File: config.mk
export PLATFORM = sky130hd
export DESIGN_NAME = pceq_back
export DESIGN_NICKNAME = d
export VERILOG_FILES = /design/src/rtl/core/pceq_pkg.sv /design/src/rtl/core/pceq_back.sv
export SDC_FILE = /design/constraint.sdc
export NUM_CORES = 2
export LEC_CHECK = 0
export ABC_AREA = 1
export BUFFER_PORTS_ARGS = -buffer_cell sky130_fd_sc_hd__buf_4
export CELL_PAD_IN_SITES_DETAIL_PLACEMENT = 1
export CELL_PAD_IN_SITES_GLOBAL_PLACEMENT = 2
export CORE_MARGIN = 2
export CORE_UTILIZATION = 43
export CTS_CLUSTER_SIZE = 10
export DETAILED_ROUTE_END_ITERATION = 8
export PLACE_DENSITY_LB_ADDON = 0.05
export SYNTH_ARGS = -nofsm -noshare
export SYNTH_HDL_FRONTEND = slang
export SYNTH_SLANG_ARGS = --single-unit
File: constraint.sdc
create_clock -name clock -period 15.8 [get_ports clock]
set_input_delay 2.37 -clock clock [delete_from_list [all_inputs] [get_ports clock]]
set_output_delay 2.37 -clock clock [all_outputs]
set_load 0.005 [all_outputs]
File: src/rtl/core/pceq_pkg.sv
// shared types and constants of the pulse cadence event qualifier
`default_nettype none
package pceq_pkg;
   localparam int TIME_BITS = 32;
   localparam int COUNT_BITS = 16;
   localparam int CAD_BITS = 24;
   localparam int CONF_BITS = 11;
   localparam int LEVEL_REG_BITS = 56;
   localparam int CAD_REG_BITS = 40;
   localparam int CSR_INDEX_BITS = 3;
   localparam int NUM_REGS = 6;
   localparam int RATE_BITS = 20;
   localparam int DIV_NUM_BITS = 36;
   localparam logic [19:0] MHZ_PER_HZ = 20'd1000000;
   localparam logic [CAD_BITS-1:0] CAD_SAT = {CAD_BITS{1'b1}};
   localparam logic [CONF_BITS-1:0] CONF_ONE = 11'd1024;

   typedef enum logic [1:0] {
      VERDICT_QUALIFIED = 2'd0,
      VERDICT_LIMIT     = 2'd1,
      VERDICT_FEW_RISES = 2'd2
   } verdict_type;

   typedef enum logic [2:0] {
      BK_IDLE,
      BK_MUL,
      BK_CHECK,
      BK_DIV_CAD,
      BK_DIV_CONF,
      BK_DONE
   } back_state_type;

   // closed burst handed from front to back
   typedef struct packed {
      logic [1:0]            channel;
      logic [COUNT_BITS-1:0] count;
      logic [TIME_BITS-1:0]  span;
      logic [TIME_BITS-1:0]  duration;
      logic [TIME_BITS-1:0]  now;
      logic [15:0]           obs;
      logic [15:0]           thresh;
      logic [RATE_BITS-1:0]  minc;
      logic [RATE_BITS-1:0]  maxc;
      logic [COUNT_BITS-1:0] minp;
   } burst_type;

   typedef struct packed {
      logic [1:0]            channel;
      verdict_type           verdict;
      logic [TIME_BITS-1:0]  seq;
      logic [COUNT_BITS-1:0] count;
      logic [CAD_BITS-1:0]   cadence;
      logic [TIME_BITS-1:0]  duration;
      logic [CONF_BITS-1:0]  conf;
      logic [TIME_BITS-1:0]  now;
   } result_type;
endpackage
`default_nettype wire

File: src/rtl/core/pceq_back.sv
// cadence check, cadence and confidence division, sequence numbering
`default_nettype none
module pceq_back (
   input  wire logic                 clock,
   input  wire logic                 reset,
   input  wire logic                 start,
   input  pceq_pkg::burst_type       burst,
   output logic                      busy,
   output logic                      done,
   output pceq_pkg::result_type      result,
   input  wire logic                 taken
);
   localparam int NB = pceq_pkg::DIV_NUM_BITS;
   localparam int TB = pceq_pkg::TIME_BITS;

   pceq_pkg::back_state_type state_ff, state_in;
   pceq_pkg::burst_type b_ff;
   logic [NB-1:0] num_ff, num_in;
   logic [52:0] lo_ff, hi_ff, lo_in, hi_in;
   logic [NB-1:0] quo_ff, quo_in;
   logic [TB:0] rem_ff, rem_in;
   logic [5:0] bit_ff, bit_in;
   logic [TB-1:0] seq_ff, seq_in;
   pceq_pkg::result_type res_ff, res_in;
   logic [TB:0] trial;
   logic [TB-1:0] divisor;

   assign busy = state_ff != pceq_pkg::BK_IDLE;
   assign done = state_ff == pceq_pkg::BK_DONE;
   assign result = res_ff;
   assign divisor = (state_ff == pceq_pkg::BK_DIV_CAD) ? b_ff.span : {16'd0, b_ff.thresh};
   assign trial = {rem_ff[TB-1:0], num_ff[NB-1]} - {1'b0, divisor};

   always_ff @(posedge clock) begin
      if (reset) begin
         state_ff <= pceq_pkg::BK_IDLE;
         seq_ff <= '0;
      end else begin
         state_ff <= state_in;
         seq_ff <= seq_in;
      end
      if (start && !busy) b_ff <= burst;
      num_ff <= num_in;
      lo_ff <= lo_in;
      hi_ff <= hi_in;
      quo_ff <= quo_in;
      rem_ff <= rem_in;
      bit_ff <= bit_in;
      res_ff <= res_in;
   end

   always_comb begin
      state_in = state_ff;
      num_in = num_ff;
      lo_in = lo_ff;
      hi_in = hi_ff;
      quo_in = quo_ff;
      rem_in = rem_ff;
      bit_in = bit_ff;
      seq_in = seq_ff;
      res_in = res_ff;
      unique case (state_ff)
         pceq_pkg::BK_IDLE: begin
            if (start) state_in = pceq_pkg::BK_MUL;
         end
         pceq_pkg::BK_MUL: begin
            num_in = NB'(b_ff.count - 16'd1) * NB'(pceq_pkg::MHZ_PER_HZ);
            lo_in = b_ff.minc * b_ff.span;
            hi_in = b_ff.maxc * b_ff.span;
            state_in = pceq_pkg::BK_CHECK;
         end
         pceq_pkg::BK_CHECK: begin
            res_in = '0;
            res_in.channel = b_ff.channel;
            if ({17'd0, num_ff} < lo_ff || {17'd0, num_ff} > hi_ff
                || b_ff.count < b_ff.minp) begin
               res_in.verdict = pceq_pkg::VERDICT_LIMIT;
               state_in = pceq_pkg::BK_DONE;
            end else begin
               res_in.verdict = pceq_pkg::VERDICT_QUALIFIED;
               res_in.seq = seq_ff + 32'd1;
               seq_in = seq_ff + 32'd1;
               res_in.count = b_ff.count;
               res_in.duration = b_ff.duration;
               res_in.now = b_ff.now;
               rem_in = '0;
               quo_in = '0;
               bit_in = 6'(NB);
               state_in = pceq_pkg::BK_DIV_CAD;
            end
         end
         pceq_pkg::BK_DIV_CAD, pceq_pkg::BK_DIV_CONF: begin
            if (bit_ff != 6'd0) begin
               num_in = {num_ff[NB-2:0], 1'b0};
               bit_in = bit_ff - 6'd1;
               if (!trial[TB]) begin
                  rem_in = trial;
                  quo_in = {quo_ff[NB-2:0], 1'b1};
               end else begin
                  rem_in = {rem_ff[TB-1:0], num_ff[NB-1]};
                  quo_in = {quo_ff[NB-2:0], 1'b0};
               end
            end else if (state_ff == pceq_pkg::BK_DIV_CAD) begin
               res_in.cadence = (quo_ff > NB'(pceq_pkg::CAD_SAT)) ? pceq_pkg::CAD_SAT
                                : quo_ff[pceq_pkg::CAD_BITS-1:0];
               num_in = NB'({b_ff.obs, 10'd0});
               rem_in = '0;
               quo_in = '0;
               bit_in = 6'd26;
               num_in = {num_in[25:0], 10'd0};
               state_in = pceq_pkg::BK_DIV_CONF;
            end else begin
               res_in.conf = (quo_ff > NB'(pceq_pkg::CONF_ONE)) ? pceq_pkg::CONF_ONE
                             : quo_ff[pceq_pkg::CONF_BITS-1:0];
               state_in = pceq_pkg::BK_DONE;
            end
         end
         pceq_pkg::BK_DONE: begin
            if (taken) state_in = pceq_pkg::BK_IDLE;
         end
         default: state_in = pceq_pkg::BK_IDLE;
      endcase
   end
endmodule
`default_nettype wire

== After elaboration in Yosys (flattened, before gate mapping) ==
Index checks and enable logic that the tools add are counted.
Word-level totals
  bits in registers: 602
  bits of input ports: 206
  output and inout port bits: 153
  word-level logic and storage cells: 100
Cells by class
  add/subtract/negate cells: 4
  $mul: 3
  magnitude comparators: 5
  equality and inequality tests: 12
  muxes and demuxes: 33
  bitwise gates (word level): 1
  reduce and logical (&&, ||, !) cells: 16
Operator list (count)
  $mux 36: 5
  $mux 32: 5
  $pmux 36 s2: 2
  $mul 20x32->52: 2
  $mux 24: 3
  $pmux 32 s2: 1
  $gt 36x52->1: 1
  $lt 36x52->1: 1
  $pmux 24 s2: 1
  $gt 36x11->1 const B: 1
  $gt 36x24->1 const B: 1
  $mul 36x14->30 const B: 1
  $mux 11: 3
  $sub 33x32->33: 1
  $add 32x1->32 const B: 1
  $pmux 11 s2: 1
  $mux 6: 3
  $sub 16x1->17 const B: 1
  $lt 16x16->1: 1
  $pmux 3 s5: 1
  $mux 3: 4
  $pmux 6 s2: 1
  $reduce_and 3->1: 4
  $ne 2x2->1 const B: 5
  17 further kinds: 24

== Logic depth before layout (Yosys ltp) ==
  depth in word-level cells: 6
  depth in mapped cells: 32
  gate-level depth less buffers: 32

== Worst setup path after synthesis ==
Ideal clock, no wire load.
  path kind: input port to flip-flop
  start: in start
  end: reg b_ff[0] in the netlist's numbering (enable)
  library setup time: 0.768 ns
  arrival time: 10.706 ns
  required time: 15.032 ns
  path slack: 4.326 ns
  stages on the path: 2
  buffers on the path: 0
  path through: inv_1 -> nor2_1
Between the ends
  cells in the longest elaborated chain, start to end: 1
Ends and longest elaborated chain
  start, declared: RTL line pceq_back.sv:6  | input wire logic start,
  $logic_and 1x1->1: RTL line pceq_back.sv:42  | if (start && !busy) b_ff <= burst;
  end signal, assigned: RTL line pceq_back.sv:42
  end, declared: RTL line pceq_back.sv:17  | pceq_pkg::burst_type b_ff;
No other way between the ends.
A chain may end at the register's enable or synchronous reset.

== Final worst setup path ==
  start: reg b_ff[162] in the netlist's numbering
  end: reg hi_ff[21] (data pin)
Between the ends
  cells in the longest elaborated chain, start to end: 1
Ends and longest elaborated chain
  $mul 20x32->52: RTL line pceq_back.sv:69  | hi_in = b_ff.maxc * b_ff.span;
  end signal, assigned: RTL line pceq_back.sv:45  | hi_ff <= hi_in;
  end, declared: RTL line pceq_back.sv:19  | logic [52:0] lo_ff, hi_ff, lo_in, hi_in;
No other way between the ends.

==> results.toml <==
[run_status]
status = "finished, final reports clean"

[finish]
instances_no_fill = 11062
area_growth_syn_to_layout_pct = 10.1
nets = 10655
multi_input_area_um2 = 45700
drive_gt1_share_pct = 6.97
fillers = 20122
regArea_um2 = 17500

[setup_path]
crit_fanout = 41
cp.required_ns = 16.26
worstSetupPathType = "register to register"
startpoint_type = "register"
end_kind = "register"
crit_arrival_ns = 8.00

[clock_network]
cts_resized = 0
htreeDepth = 3
cts_buffer_depth = 3
ctsRootBufferMaster = "clkbuf_16"
numCtsBuffers = 80
cts_num_sinks = 595
postCtsSetupBuffers = 0
clkTransAtPathRegs_ns = 0.06
hold_buffers = 0
clk_latency_ns = 0.73
cts_tree = "built"

[timing]
clock-skew-final_ns = 0.0500
relSlewSlack_pct = 28.4
min_period_ns = 7.54
whs_ns = 0.422
tns_ns = 0
rsz0062_at_grt = "no"
setup_viol = 0
worst_pin_slew_ns = 1.07
max_freq_mhz = 133
drv_slew = 0
finalHoldViolCount = 0
fin_crit_sh_pct = 47.7

[routing]
dr.pass1.iters = 5
routed_via_density = 5.10
avgRoutedWirePerCell_um = 22.0
vias = 56400
drc = 0
drt_iter0_markers = 3214
wirelength_um = 243000
antenna_left = 0

[yosys]
ys.flop_type = "edfxtp_1"
netlist-cell-type-count = 65
synth_nets = 10446
synth_top_area_share_pct = 31.3
syn_avg_cell_area_um2 = 8.58
synthTopCellsByCount = "inv_1, nand2_1, fa_1, edfxtp_1, nor2_1"
synth_area_leaders = "fa_1, edfxtp_1, inv_1"
yosysTopAreaCell = "fa_1"
yosys_warnings = 0
synth_most_common_cell = "inv_1"
async_reset_ff_share_pct = 0
synth_seq_cells = 595
synth_edf_count = 560
synth.yosys.seq_area_share_pct = 23.8
syn_area_um2 = 73600
syn_inst = 8571

[flow_run]
maxCapViolCount = 0

[placed_design]
port_buffers = 357
dp_hpwl_um = 186000
finalWeightedCongestion = 0.878
dp_cells = 10916

[global_routing]
grt_use_met3_pct = 2.78
grt_pass1_wl_um = 377000
grt_max_degree = 86
antenna_found_initial = 9
track_usage_pct = 28.4
busiest_layer = "met2"
use_met1_pct = 38.1
overflow = 0
grt_util_met2_pct = 49.4
grt_pass1_vias = 62725

[min_path]
hp-class = "register to register"

[floorplanning]
initial_core_util_pct = 43.4
row_count = 151
num_io_pins = 359
die_height_um = 418
die-area_um2 = 174000
core-area_um2 = 170000
die_w_um = 418
through the flow:
stage	setup slack (ns)	util [%]	area [um^2]
6_report	8.26	47.8	81000
5_1_grt	7.82	47.8	81000
4_1_cts	8.29	47.7	81000
3_5_place_dp	8.30	46.3	78500
3_3_place_gp	8.34	46.3	78500
2_1_floorplan	4.33	-	73600
area by class of cell:
type | instances | share of cell area (%)
antenna | 4 | 0.0124
clock buffer | 112 | 2.67
clock inverter | 30 | 0.457
inverter | 2404 | 11.1
multi-input combinational | 5243 | 56.4
sequential | 595 | 21.6
tap | 2218 | 3.43
timing repair buffer | 456 | 4.23
state kept, by name, summed over array words and instances (netlist names):
register,count
lo_ff,52
b_ff,202
result,150
bit_ff,6
state_ff,3
hi_ff,52
num_ff,30
quo_ff,36
seq_ff,32
rem_ff,32
cell usage in the layout, fill, tap and decap left out, types with 8 or more instances in the layout:
cell type	Yosys	routed
inv_1	2397	2397
o21ai_1	11	11
nand2_1	1929	1928
or2_2	8	8
clkbuf_1	298	29
clkbuf_16	0	81
ha_1	518	518
clkinv_1	0	10
nand3_1	113	113
a22o_1	8	8
nor2_2	10	11
xor2_1	126	126
a31oi_1	24	24
a21o_1	30	30
fa_1	1151	1151
a21boi_0	12	12
a21oi_1	269	268
dfxtp_1	35	35
nand4_1	48	48
xnor2_1	54	54
o21a_1	12	12
nor3_1	36	34
o211ai_1	8	8
buf_4	8	456
nor2_1	547	544
mux2i_1	21	21
edfxtp_1	560	560
o21bai_1	23	23
nor4_1	22	22
o21ai_0	209	209
final timing paths:
path,start,end,slack (ns),cells past startpoint
max,b_ff[162],hi_ff[21],8.26,23
min,b_ff[201],result[150],0.42,0
max reg2reg,b_ff[162],hi_ff[21],8.26,23
min reg2reg,b_ff[201],result[150],0.42,0
kinds of logic (layout without fill, tap and decap cells):
kind of cell    Yosys count  after routing  share of synthesized area, %
flops                   595            595                          23.8
xor+xnor                180            180                          2.14
mux                      21             21                         0.286
simple gates           2736           2736                          14.7
buf+inv                2733           3002                          14.1
compound gates          636            636                          4.84
fa+ha+maj              1669           1669                          40.1
other cells               1              5                       0.00510
routing by layer:
metal	up-vias	part of all wire [%]
li1	25664	-
met1	29281	44
met2	1177	49
met3	278	4.0
met4	0	2.6
met5	-	0
critical path, cell delays in order, from the launching register on:
cell and delay (ns):
edfxtp_1 0.33, buf_4 0.62, nand2_1 0.12, inv_1 0.10, fa_1 0.43, fa_1 0.51
inv_1 0.05, fa_1 0.54, inv_1 0.05, fa_1 0.51, inv_1 0.06, fa_1 0.47
inv_1 0.06, fa_1 0.54, inv_1 0.06, fa_1 0.54, inv_1 0.05, ha_1 0.35
nand2_1 0.17, o21ai_0 0.34, a21oi_1 0.16, o21ai_0 0.77, a21oi_1 0.18, xnor2_1 0.20
Power is left out: the tool's default activity adds up to more than one toggle a clock period on the data nets, which glitch-free logic cannot reach.
