File: src/rtl/core/pceq_pkg.sv
// shared types and constants of the pulse cadence event qualifier
`default_nettype none
package pceq_pkg;
   localparam int TIME_BITS = 32;
   localparam int COUNT_BITS = 16;
   localparam int CAD_BITS = 24;
   localparam int CONF_BITS = 11;
   localparam int LEVEL_REG_BITS = 56;
   localparam int CAD_REG_BITS = 40;
   localparam int CSR_INDEX_BITS = 3;
   localparam int NUM_REGS = 6;
   localparam int RATE_BITS = 20;
   localparam int DIV_NUM_BITS = 36;
   localparam logic [19:0] MHZ_PER_HZ = 20'd1000000;
   localparam logic [CAD_BITS-1:0] CAD_SAT = {CAD_BITS{1'b1}};
   localparam logic [CONF_BITS-1:0] CONF_ONE = 11'd1024;

   typedef enum logic [1:0] {
      VERDICT_QUALIFIED = 2'd0,
      VERDICT_LIMIT     = 2'd1,
      VERDICT_FEW_RISES = 2'd2
   } verdict_type;

   typedef enum logic [2:0] {
      BK_IDLE,
      BK_MUL,
      BK_CHECK,
      BK_DIV_CAD,
      BK_DIV_CONF,
      BK_DONE
   } back_state_type;

   // closed burst handed from front to back
   typedef struct packed {
      logic [1:0]            channel;
      logic [COUNT_BITS-1:0] count;
      logic [TIME_BITS-1:0]  span;
      logic [TIME_BITS-1:0]  duration;
      logic [TIME_BITS-1:0]  now;
      logic [15:0]           obs;
      logic [15:0]           thresh;
      logic [RATE_BITS-1:0]  minc;
      logic [RATE_BITS-1:0]  maxc;
      logic [COUNT_BITS-1:0] minp;
   } burst_type;

   typedef struct packed {
      logic [1:0]            channel;
      verdict_type           verdict;
      logic [TIME_BITS-1:0]  seq;
      logic [COUNT_BITS-1:0] count;
      logic [CAD_BITS-1:0]   cadence;
      logic [TIME_BITS-1:0]  duration;
      logic [CONF_BITS-1:0]  conf;
      logic [TIME_BITS-1:0]  now;
   } result_type;
endpackage
`default_nettype wire

File: src/rtl/core/pceq_front.sv
// per channel comparator, burst tracking and end-of-burst detection
`default_nettype none
module pceq_front #(
   parameter int CHANNELS = 3,
   parameter int SAMPLE_BITS = 12
) (
   input  wire logic                                   clock,
   input  wire logic                                   reset,
   input  wire logic                                   csr_write,
   input  wire logic [pceq_pkg::CSR_INDEX_BITS-1:0]    csr_index,
   input  wire logic [pceq_pkg::LEVEL_REG_BITS-1:0]    csr_data,
   input  wire logic                                   in_valid,
   input  wire logic [1:0]                             in_channel,
   input  wire logic [SAMPLE_BITS-1:0]                 in_sample,
   input  wire logic [pceq_pkg::TIME_BITS-1:0]         in_now,
   output logic                                        burst_valid,
   output pceq_pkg::burst_type                         burst,
   output logic                                        reject_valid,
   output logic [1:0]                                  reject_channel
);
   localparam logic [SAMPLE_BITS-1:0] SMAX = {SAMPLE_BITS{1'b1}};
   localparam int TB = pceq_pkg::TIME_BITS;
   localparam int CB = pceq_pkg::COUNT_BITS;

   logic [pceq_pkg::LEVEL_REG_BITS-1:0] lv_ff [CHANNELS];
   logic [pceq_pkg::CAD_REG_BITS-1:0]   cd_ff [CHANNELS];
   logic [CHANNELS-1:0] high_ff, act_ff;
   logic [TB-1:0] first_ff [CHANNELS];
   logic [TB-1:0] lrise_ff [CHANNELS];
   logic [TB-1:0] ledge_ff [CHANNELS];
   logic [CB-1:0] cnt_ff [CHANNELS];
   logic [SAMPLE_BITS-1:0] peak_ff [CHANNELS];
   logic [SAMPLE_BITS-1:0] trough_ff [CHANNELS];

   logic ok_ch;
   logic [1:0] ch;
   logic [pceq_pkg::LEVEL_REG_BITS-1:0] lv;
   logic [pceq_pkg::CAD_REG_BITS-1:0] cd;
   logic [11:0] on_l, off_l;
   logic [15:0] minp, gap;
   logic [19:0] minc, maxc;
   logic qual, rise, fall, high_n, act_n, close, few, take;
   logic [TB-1:0] first_n, lrise_n, ledge_n;
   logic [CB-1:0] cnt_n;
   logic [SAMPLE_BITS-1:0] peak_n, trough_n, smp;
   logic [TB-1:0] span;

   assign ch = in_channel;
   assign ok_ch = {30'd0, ch} < CHANNELS;
   assign smp = in_sample;

   always_comb begin
      lv = '0;
      cd = '0;
      high_n = 1'b0;
      act_n = 1'b0;
      first_n = '0;
      lrise_n = '0;
      ledge_n = '0;
      cnt_n = '0;
      peak_n = '0;
      trough_n = SMAX;
      for (int c = 0; c < CHANNELS; c++) begin
         if (ch == c[1:0]) begin
            lv = lv_ff[c];
            cd = cd_ff[c];
            high_n = high_ff[c];
            act_n = act_ff[c];
            first_n = first_ff[c];
            lrise_n = lrise_ff[c];
            ledge_n = ledge_ff[c];
            cnt_n = cnt_ff[c];
            peak_n = peak_ff[c];
            trough_n = trough_ff[c];
         end
      end
      on_l = lv[11:0];
      off_l = lv[23:12];
      minp = lv[39:24];
      gap = lv[55:40];
      minc = cd[19:0];
      maxc = cd[39:20];
      if (smp > peak_n) peak_n = smp;
      if (smp < trough_n) trough_n = smp;
      qual = on_l > off_l && off_l != 12'd0 && minc != 20'd0 && maxc >= minc
             && minp >= 16'd2 && gap != 16'd0;
      rise = qual && !high_n && {{(16-SAMPLE_BITS){1'b0}}, smp} >= {4'd0, on_l};
      fall = qual && high_n && {{(16-SAMPLE_BITS){1'b0}}, smp} <= {4'd0, off_l};
      if (rise) begin
         high_n = 1'b1;
         ledge_n = in_now;
         if (!act_n) begin
            act_n = 1'b1;
            first_n = in_now;
            lrise_n = in_now;
            cnt_n = 16'd1;
            peak_n = smp;
            trough_n = smp;
         end else begin
            lrise_n = in_now;
            if (cnt_n != {CB{1'b1}}) cnt_n = cnt_n + 16'd1;
         end
      end else if (fall) begin
         high_n = 1'b0;
         ledge_n = in_now;
      end
      close = qual && act_n && !high_n && (in_now - ledge_n) >= {16'd0, gap};
      span = lrise_n - first_n;
      few = cnt_n < 16'd2 || span == '0;
      take = in_valid && ok_ch && !csr_write && close;
   end

   always_ff @(posedge clock) begin
      if (reset) begin
         for (int c = 0; c < CHANNELS; c++) begin
            lv_ff[c] <= '0;
            cd_ff[c] <= '0;
            high_ff[c] <= 1'b0;
            act_ff[c] <= 1'b0;
            first_ff[c] <= '0;
            lrise_ff[c] <= '0;
            ledge_ff[c] <= '0;
            cnt_ff[c] <= '0;
            peak_ff[c] <= '0;
            trough_ff[c] <= SMAX;
         end
      end else if (csr_write) begin
         for (int c = 0; c < CHANNELS; c++) begin
            if ({1'b0, csr_index} < 4'(pceq_pkg::NUM_REGS) && csr_index[2:1] == c[1:0]) begin
               if (csr_index[0]) cd_ff[c] <= csr_data[pceq_pkg::CAD_REG_BITS-1:0];
               else lv_ff[c] <= csr_data;
               act_ff[c] <= 1'b0;
               first_ff[c] <= '0;
               lrise_ff[c] <= '0;
               ledge_ff[c] <= '0;
               cnt_ff[c] <= '0;
               peak_ff[c] <= '0;
               trough_ff[c] <= SMAX;
            end
         end
      end else if (in_valid && ok_ch) begin
         for (int c = 0; c < CHANNELS; c++) begin
            if (ch == c[1:0]) begin
               high_ff[c] <= high_n;
               if (close) begin
                  act_ff[c] <= 1'b0;
                  first_ff[c] <= '0;
                  lrise_ff[c] <= '0;
                  ledge_ff[c] <= '0;
                  cnt_ff[c] <= '0;
                  peak_ff[c] <= '0;
                  trough_ff[c] <= SMAX;
               end else begin
                  act_ff[c] <= act_n;
                  first_ff[c] <= first_n;
                  lrise_ff[c] <= lrise_n;
                  ledge_ff[c] <= ledge_n;
                  cnt_ff[c] <= cnt_n;
                  peak_ff[c] <= peak_n;
                  trough_ff[c] <= trough_n;
               end
            end
         end
      end
      burst_valid <= !reset && take && !few;
      reject_valid <= !reset && take && few;
      reject_channel <= ch;
      burst.channel <= ch;
      burst.count <= cnt_n;
      burst.span <= span;
      burst.duration <= in_now - first_n;
      burst.now <= in_now;
      burst.obs <= (peak_n > trough_n) ? 16'(peak_n - trough_n) : 16'd0;
      burst.thresh <= {4'd0, on_l - off_l};
      burst.minc <= minc;
      burst.maxc <= maxc;
      burst.minp <= minp;
   end
endmodule
`default_nettype wire

File: config.mk
export PLATFORM = sky130hd
export DESIGN_NAME = pceq_front
export DESIGN_NICKNAME = d
export VERILOG_FILES = /design/src/rtl/core/pceq_pkg.sv /design/src/rtl/core/pceq_front.sv
export SDC_FILE = /design/constraint.sdc
export NUM_CORES = 2
export LEC_CHECK = 0
export BUFFER_PORTS_ARGS = -buffer_cell sky130_fd_sc_hd__buf_2
export CORE_MARGIN = 1
export CORE_UTILIZATION = 60
export CTS_CLUSTER_SIZE = 20
export DETAILED_ROUTE_END_ITERATION = 6
export PLACE_DENSITY = 0.79
export SYNTH_ARGS = -nofsm -noshare
export SYNTH_HDL_FRONTEND = slang
export SYNTH_SLANG_ARGS = --single-unit
export TNS_END_PERCENT = 50
File: constraint.sdc
create_clock -name clock -period 19.28 [get_ports clock]
set_input_delay 3.856 -clock clock [delete_from_list [all_inputs] [get_ports clock]]
set_output_delay 3.856 -clock clock [all_outputs]
set_load 0.005 [all_outputs]
==> Yosys cells after proc, flatten, opt, wreduce, memory -nomap -nowiden <==
Memories as Yosys holds them, arrays and structs flattened.
Index checks and enable logic that the tools add are counted.
{ "totals": {"word_cells": 344, "latch_bits": 0, "out_inout_bits": 206, "memories": 8, "rom_bits": 0, "ramBits": 696, "regBits": 206, "inputBits": 109} }
{ "op_classes": {"reduce_logical": 43, "div_mod_pow": 0, "shift": 0, "n_mul": 0, "n_addsub": 6, "n_mux": 188, "bitwise": 61, "n_lt_le_gt_ge": 12, "n_eq_ne": 8} }
{ "memory_table": {"columns": ["memory", "depth", "word_bits", "read_ports", "rd_clocked_by_memory_dff", "write_ports", "line", "rtl"], "rows": [
  ["lv_ff", 3, 56, 3, 0, 3, "pceq_front.sv:25", "logic [pceq_pkg::LEVEL_REG_BITS-1:0] lv_ff [CHANNELS];"],
  ["cd_ff", 3, 40, 3, 0, 3, "pceq_front.sv:26", "logic [pceq_pkg::CAD_REG_BITS-1:0] cd_ff [CHANNELS];"],
  ["first_ff", 3, 32, 3, 0, 3, "pceq_front.sv:28", "logic [TB-1:0] first_ff [CHANNELS];"],
  ["ledge_ff", 3, 32, 3, 0, 3, "pceq_front.sv:30", "logic [TB-1:0] ledge_ff [CHANNELS];"],
  ["lrise_ff", 3, 32, 3, 0, 3, "pceq_front.sv:29", "logic [TB-1:0] lrise_ff [CHANNELS];"],
  ["cnt_ff", 3, 16, 3, 0, 3, "pceq_front.sv:31", "logic [CB-1:0] cnt_ff [CHANNELS];"],
  ["+2 memories", null, null, null, null, null, null, null]
]} }
{ "op_table": {"columns": ["cell", "n"], "rows": [
  ["32-bit two-way mux", 41],
  ["12-bit two-way mux", 30],
  ["56-bit two-way mux", 6],
  ["16-bit two-way mux", 15],
  ["40-bit two-way mux", 6],
  ["32-bit subtractor", 3],
  ["1-bit two-way mux", 88],
  ["1-bit bitwise OR", 60],
  ["12-bit > comparator", 3],
  ["32-bit by 16-bit greater-or-equal comparator with 1-bit output", 1],
  ["32-bit logical NOT", 1],
  ["1-bit logical AND", 21],
  ["20-bit greater-or-equal comparator", 1],
  ["20-bit nonzero test", 1],
  ["3-bit AND reduction", 6],
  ["16-bit by 1-bit adder with 16-bit output (second input constant)", 1],
  ["16-bit by 2-bit greater-or-equal comparator with 1-bit output (second input constant)", 1],
  ["16-bit by 2-bit less-than comparator with 1-bit output (second input constant)", 1],
  ["16-bit != test (second input constant)", 1],
  ["16-bit nonzero test", 1],
  ["12-bit by 12-bit subtractor with 13-bit output", 1],
  ["12-bit greater-or-equal comparator", 1],
  ["12-bit less-or-equal comparator", 1],
  ["12-bit less-than comparator", 1],
  ["other kinds (13)", 26]
]} }

==> Longest topological paths before layout <==
{ "depth": {"word_depth": 25, "depth_mapped": 54, "ltp_nobuf": 40} }

==> Worst setup path after synthesis <==
Ideal clock, no wire load.
{ "synth_path": {"path_type": "input-to-reg", "start": "input in_channel[0]", "end": "memory trough_ff[0][10], data pin", "setup_slack_ns": 4.668, "arrival_time_ns": 14.336, "cell_stages": 52, "setup_time_ns": 0.276, "required_ns": 19.004, "n_path_buf": 13, "cell_sequence": "buf_4 > buf_4 > buf_6 > buf_4 > buf_1 > clkbuf_1 > buf_1 > clkbuf_1 > mux2i_1 > o21ai_0 > inv_1 > ha_1 > fa_1 > nand2b_1 > a211oi_1 > nor3_1 > o21a_1 > a31oi_1 > [16 not listed] > a21o_1 > maj3_1 > xnor2_1 > nor2_1 > a21oi_1 > ha_1 > a21o_1 > a211oi_1 > o21ai_0 > a21o_1 > o32a_1 > a211oi_1 > nand4_1 > a2111oi_4 > a41o_1 > buf_2 > buf_2 > nand4_1"} }
{ "synth_lines": {"columns": ["element", "line", "rtl"], "rows": [
  ["from (decl)", "pceq_front.sv:13", "input wire logic [1:0] in_channel,"],
  ["to (decl)", "pceq_front.sv:33", "logic [SAMPLE_BITS-1:0] trough_ff [CHANNELS];"]
]} }

==> results_dict.tcl <==
set metrics [dict create \
    die_width_um 273 \
    row_count 99 \
    synth.yosys.seq_area_share 0.565 \
    synthArstFlopShare 0 \
    yosys_register_bits 899 \
    cp_max_fo 275 \
    crit_path_end_kind "flop" \
    power_density_nw_per_um2 105 \
    drive_gt1_frac 0.147 \
    p_leak_nw 18.8 \
    initial_core_util 0.606 \
    synthFlopType "edfxtp_1" \
    post_cts_buffers 0 \
    clk_latency_ps 670 \
    grt_antenna_before_repair 5 \
    pre_cts_ws_ps 3380 \
    clk_pin_slew_ps 70 \
    grt_max_degree 276 \
    cts_made_buffers 92 \
    totalPowerFinal_mw 5.20 \
    cpPeakStageDelay_ps 830 \
    synthTopCellsByArea "edfxtp_1 47%, dfxtp_1 9.2%, ha_1 5.6%" \
    regArea_um2 25000 \
    drtPass1Iterations 6 \
    r2r_slack_ps 8410 \
    clk_path_buf_depth 3 \
    critPathKind "in2reg" \
    min_period_over_period 0.805 \
    yosysTopAreaCellShare 0.473 \
    syn_area_um2 44200 \
    crit_slowest_cell "and2b_4" \
    min_period_ps 15530 \
    nets 4269 \
    rsz0062_at_grt "false" \
    crit_top_cell "o21ai_0" \
    io_pins 315 \
    grt_overflow_total 0 \
    synth_common_cells "696 x edfxtp_1, 389 x nor4_1, 238 x mux2i_1" \
    port_buffers 310 \
    synth_most_common_cell "edfxtp_1" \
    post_drt_wl_per_cell_um 22.4 \
    syn_inst 3785 \
    status "finished, final reports clean" \
    max-cap-violations 0 \
    clockRootBuffer "clkbuf_16" \
    hpwl_um 69900 \
    critPathLaunchType "input port" \
    max-slew-margin-rel 0.181 \
    fillers 5310 \
    syn2layout_area_growth_pct 11.6 \
    synth_cell_types 89 \
    multi_input_area_um2 17400 \
    cts.repair.resized 0 \
    cts_tree "yes" \
    routed_via_density 6.39 \
    die_y_um 273 \
    slew_violations 0 \
    initialDrtViolationCount 2739 \
    skew_ps 29.7 \
    cts_max_level 3 \
    worst_slew_pin_slew_ps 1230 \
    drc 0 \
    die-area_um2 74700 \
    avgSynthCellArea_um2 11.7 \
    hp-class "reg2reg" \
    grt_pass1_vias 30800 \
    vias 32000 \
    clock.fmax_mhz 64.4 \
    setup_slack_ps 3750 \
    arrival_ps 15930 \
    drt-total-wl_um 112000 \
    critPathRequiredTime_ps 19680 \
    place_congestion 0.914 \
    hold_violations 0 \
    cts.hold.buffers_added 0 \
    grt_first_pass_wirelength_um 174000 \
    fin_setup_tns_ps 0 \
    yosysWarnings 0 \
    setup_viol 0 \
    core_um2 73000 \
    ant_nets 0 \
    cts.sinks 899 \
    synth_enable_flop_cells 696 \
    vdd_ir_drop_max_uv 97.3 \
    grtUsageTotal 0.296 \
    synth_top_cell_by_area "edfxtp_1" \
]
-- final cells by class --
cell class | instances | area share
inverter | 191 | 0.0145
clock buffer | 128 | 0.0524
sequential | 899 | 0.506
multi-input combinational | 2421 | 0.354
clock inverter | 46 | 0.0104
antenna | 1 | 0.0000507
tap | 959 | 0.0243
timing repair buffer | 352 | 0.0384
-- routing by layer --
metal | GRT usage | wire length, um | vias to the layer above
li1 | - | - | 14900
met1 | 0.400 | 45800 | 15500
met2 | 0.494 | 54300 | 1392
met3 | 0.0422 | 8710 | 187
met4 | 0.0947 | 3030 | 10
met5 | 0 | 61 | -
-- cell families (layout without fill, tap and decap cells) --
family | count (synthesis) | count (layout) | share of synthesized area
multiplexers | 290 | 290 | 0.0672
XOR/XNOR | 93 | 93 | 0.0184
other | 1 | 5 | 0.0000849
AND/OR/NAND/NOR | 1093 | 1093 | 0.135
AO/OA/AOI/OAI | 730 | 730 | 0.111
adder cells (fa/ha/maj) | 211 | 211 | 0.0602
buffers and inverters | 468 | 717 | 0.0436
flip-flops | 899 | 899 | 0.565
-- final timing paths --
path / end / from / depth (start not counted)
worst min register to register: act_ff[0] / act_ff[0] / 2
worst max-delay path: first_ff[1][4] / in_channel[1] / 45
worst max register to register: first_ff[1][4] / lv_ff[0][68] / 41
worst min-delay path: act_ff[0] / act_ff[0] / 2
-- through the flow --
step	area, um2	utilization	std cells	hold slack [ps]
detailed placement	46200	0.633	4822	449
global placement	46200	0.633	4822	445
CTS	49300	0.676	4996	460
floorplan	44200	-	3788	418
finish	49300	0.676	4997	469
global route	49300	0.676	4996	485
-- layout by cell type (no fill, tap or decap), drive strengths merged, types with 125 or more instances in the layout --
cell / Yosys / layout
nand2: 221 / 221
edfxtp: 696 / 696
ha: 198 / 198
mux2i: 238 / 238
dfxtp: 203 / 203
nor2: 125 / 125
o21ai: 235 / 235
buf: 99 / 352
clkbuf: 178 / 128
nor4: 393 / 393
inv: 190 / 194
-- report_power, final --
group	total [mW]	internal, mW	switching [mW]
registers	2.33	2.29	0.0489
clock network	1.79	1.02	0.764
logic	1.08	0.413	0.666
total	5.20	3.72	1.48
-- critical path: cells and delay by family --
family | cells | cell delay [ps]
AOI/OAI and AO/OA | 20 | 4110
xor gates and xnor gates | 1 | 150
adders and majority gates | 6 | 1950
buffers and inverters | 7 | 2710
and+or+nand+nor | 11 | 2900
-- state kept, by name, indices dropped and copies added, names as in the netlist --
signal / flops
act_ff: 3
burst: 193
burst_valid: 1
cd_ff: 120
cnt_ff: 48
first_ff: 96
high_ff: 3
ledge_ff: 96
lrise_ff: 96
lv_ff: 168
peak_ff: 36
reject_channel: 2
reject_valid: 1
trough_ff: 36
Power figures use the tool's default switching activity.
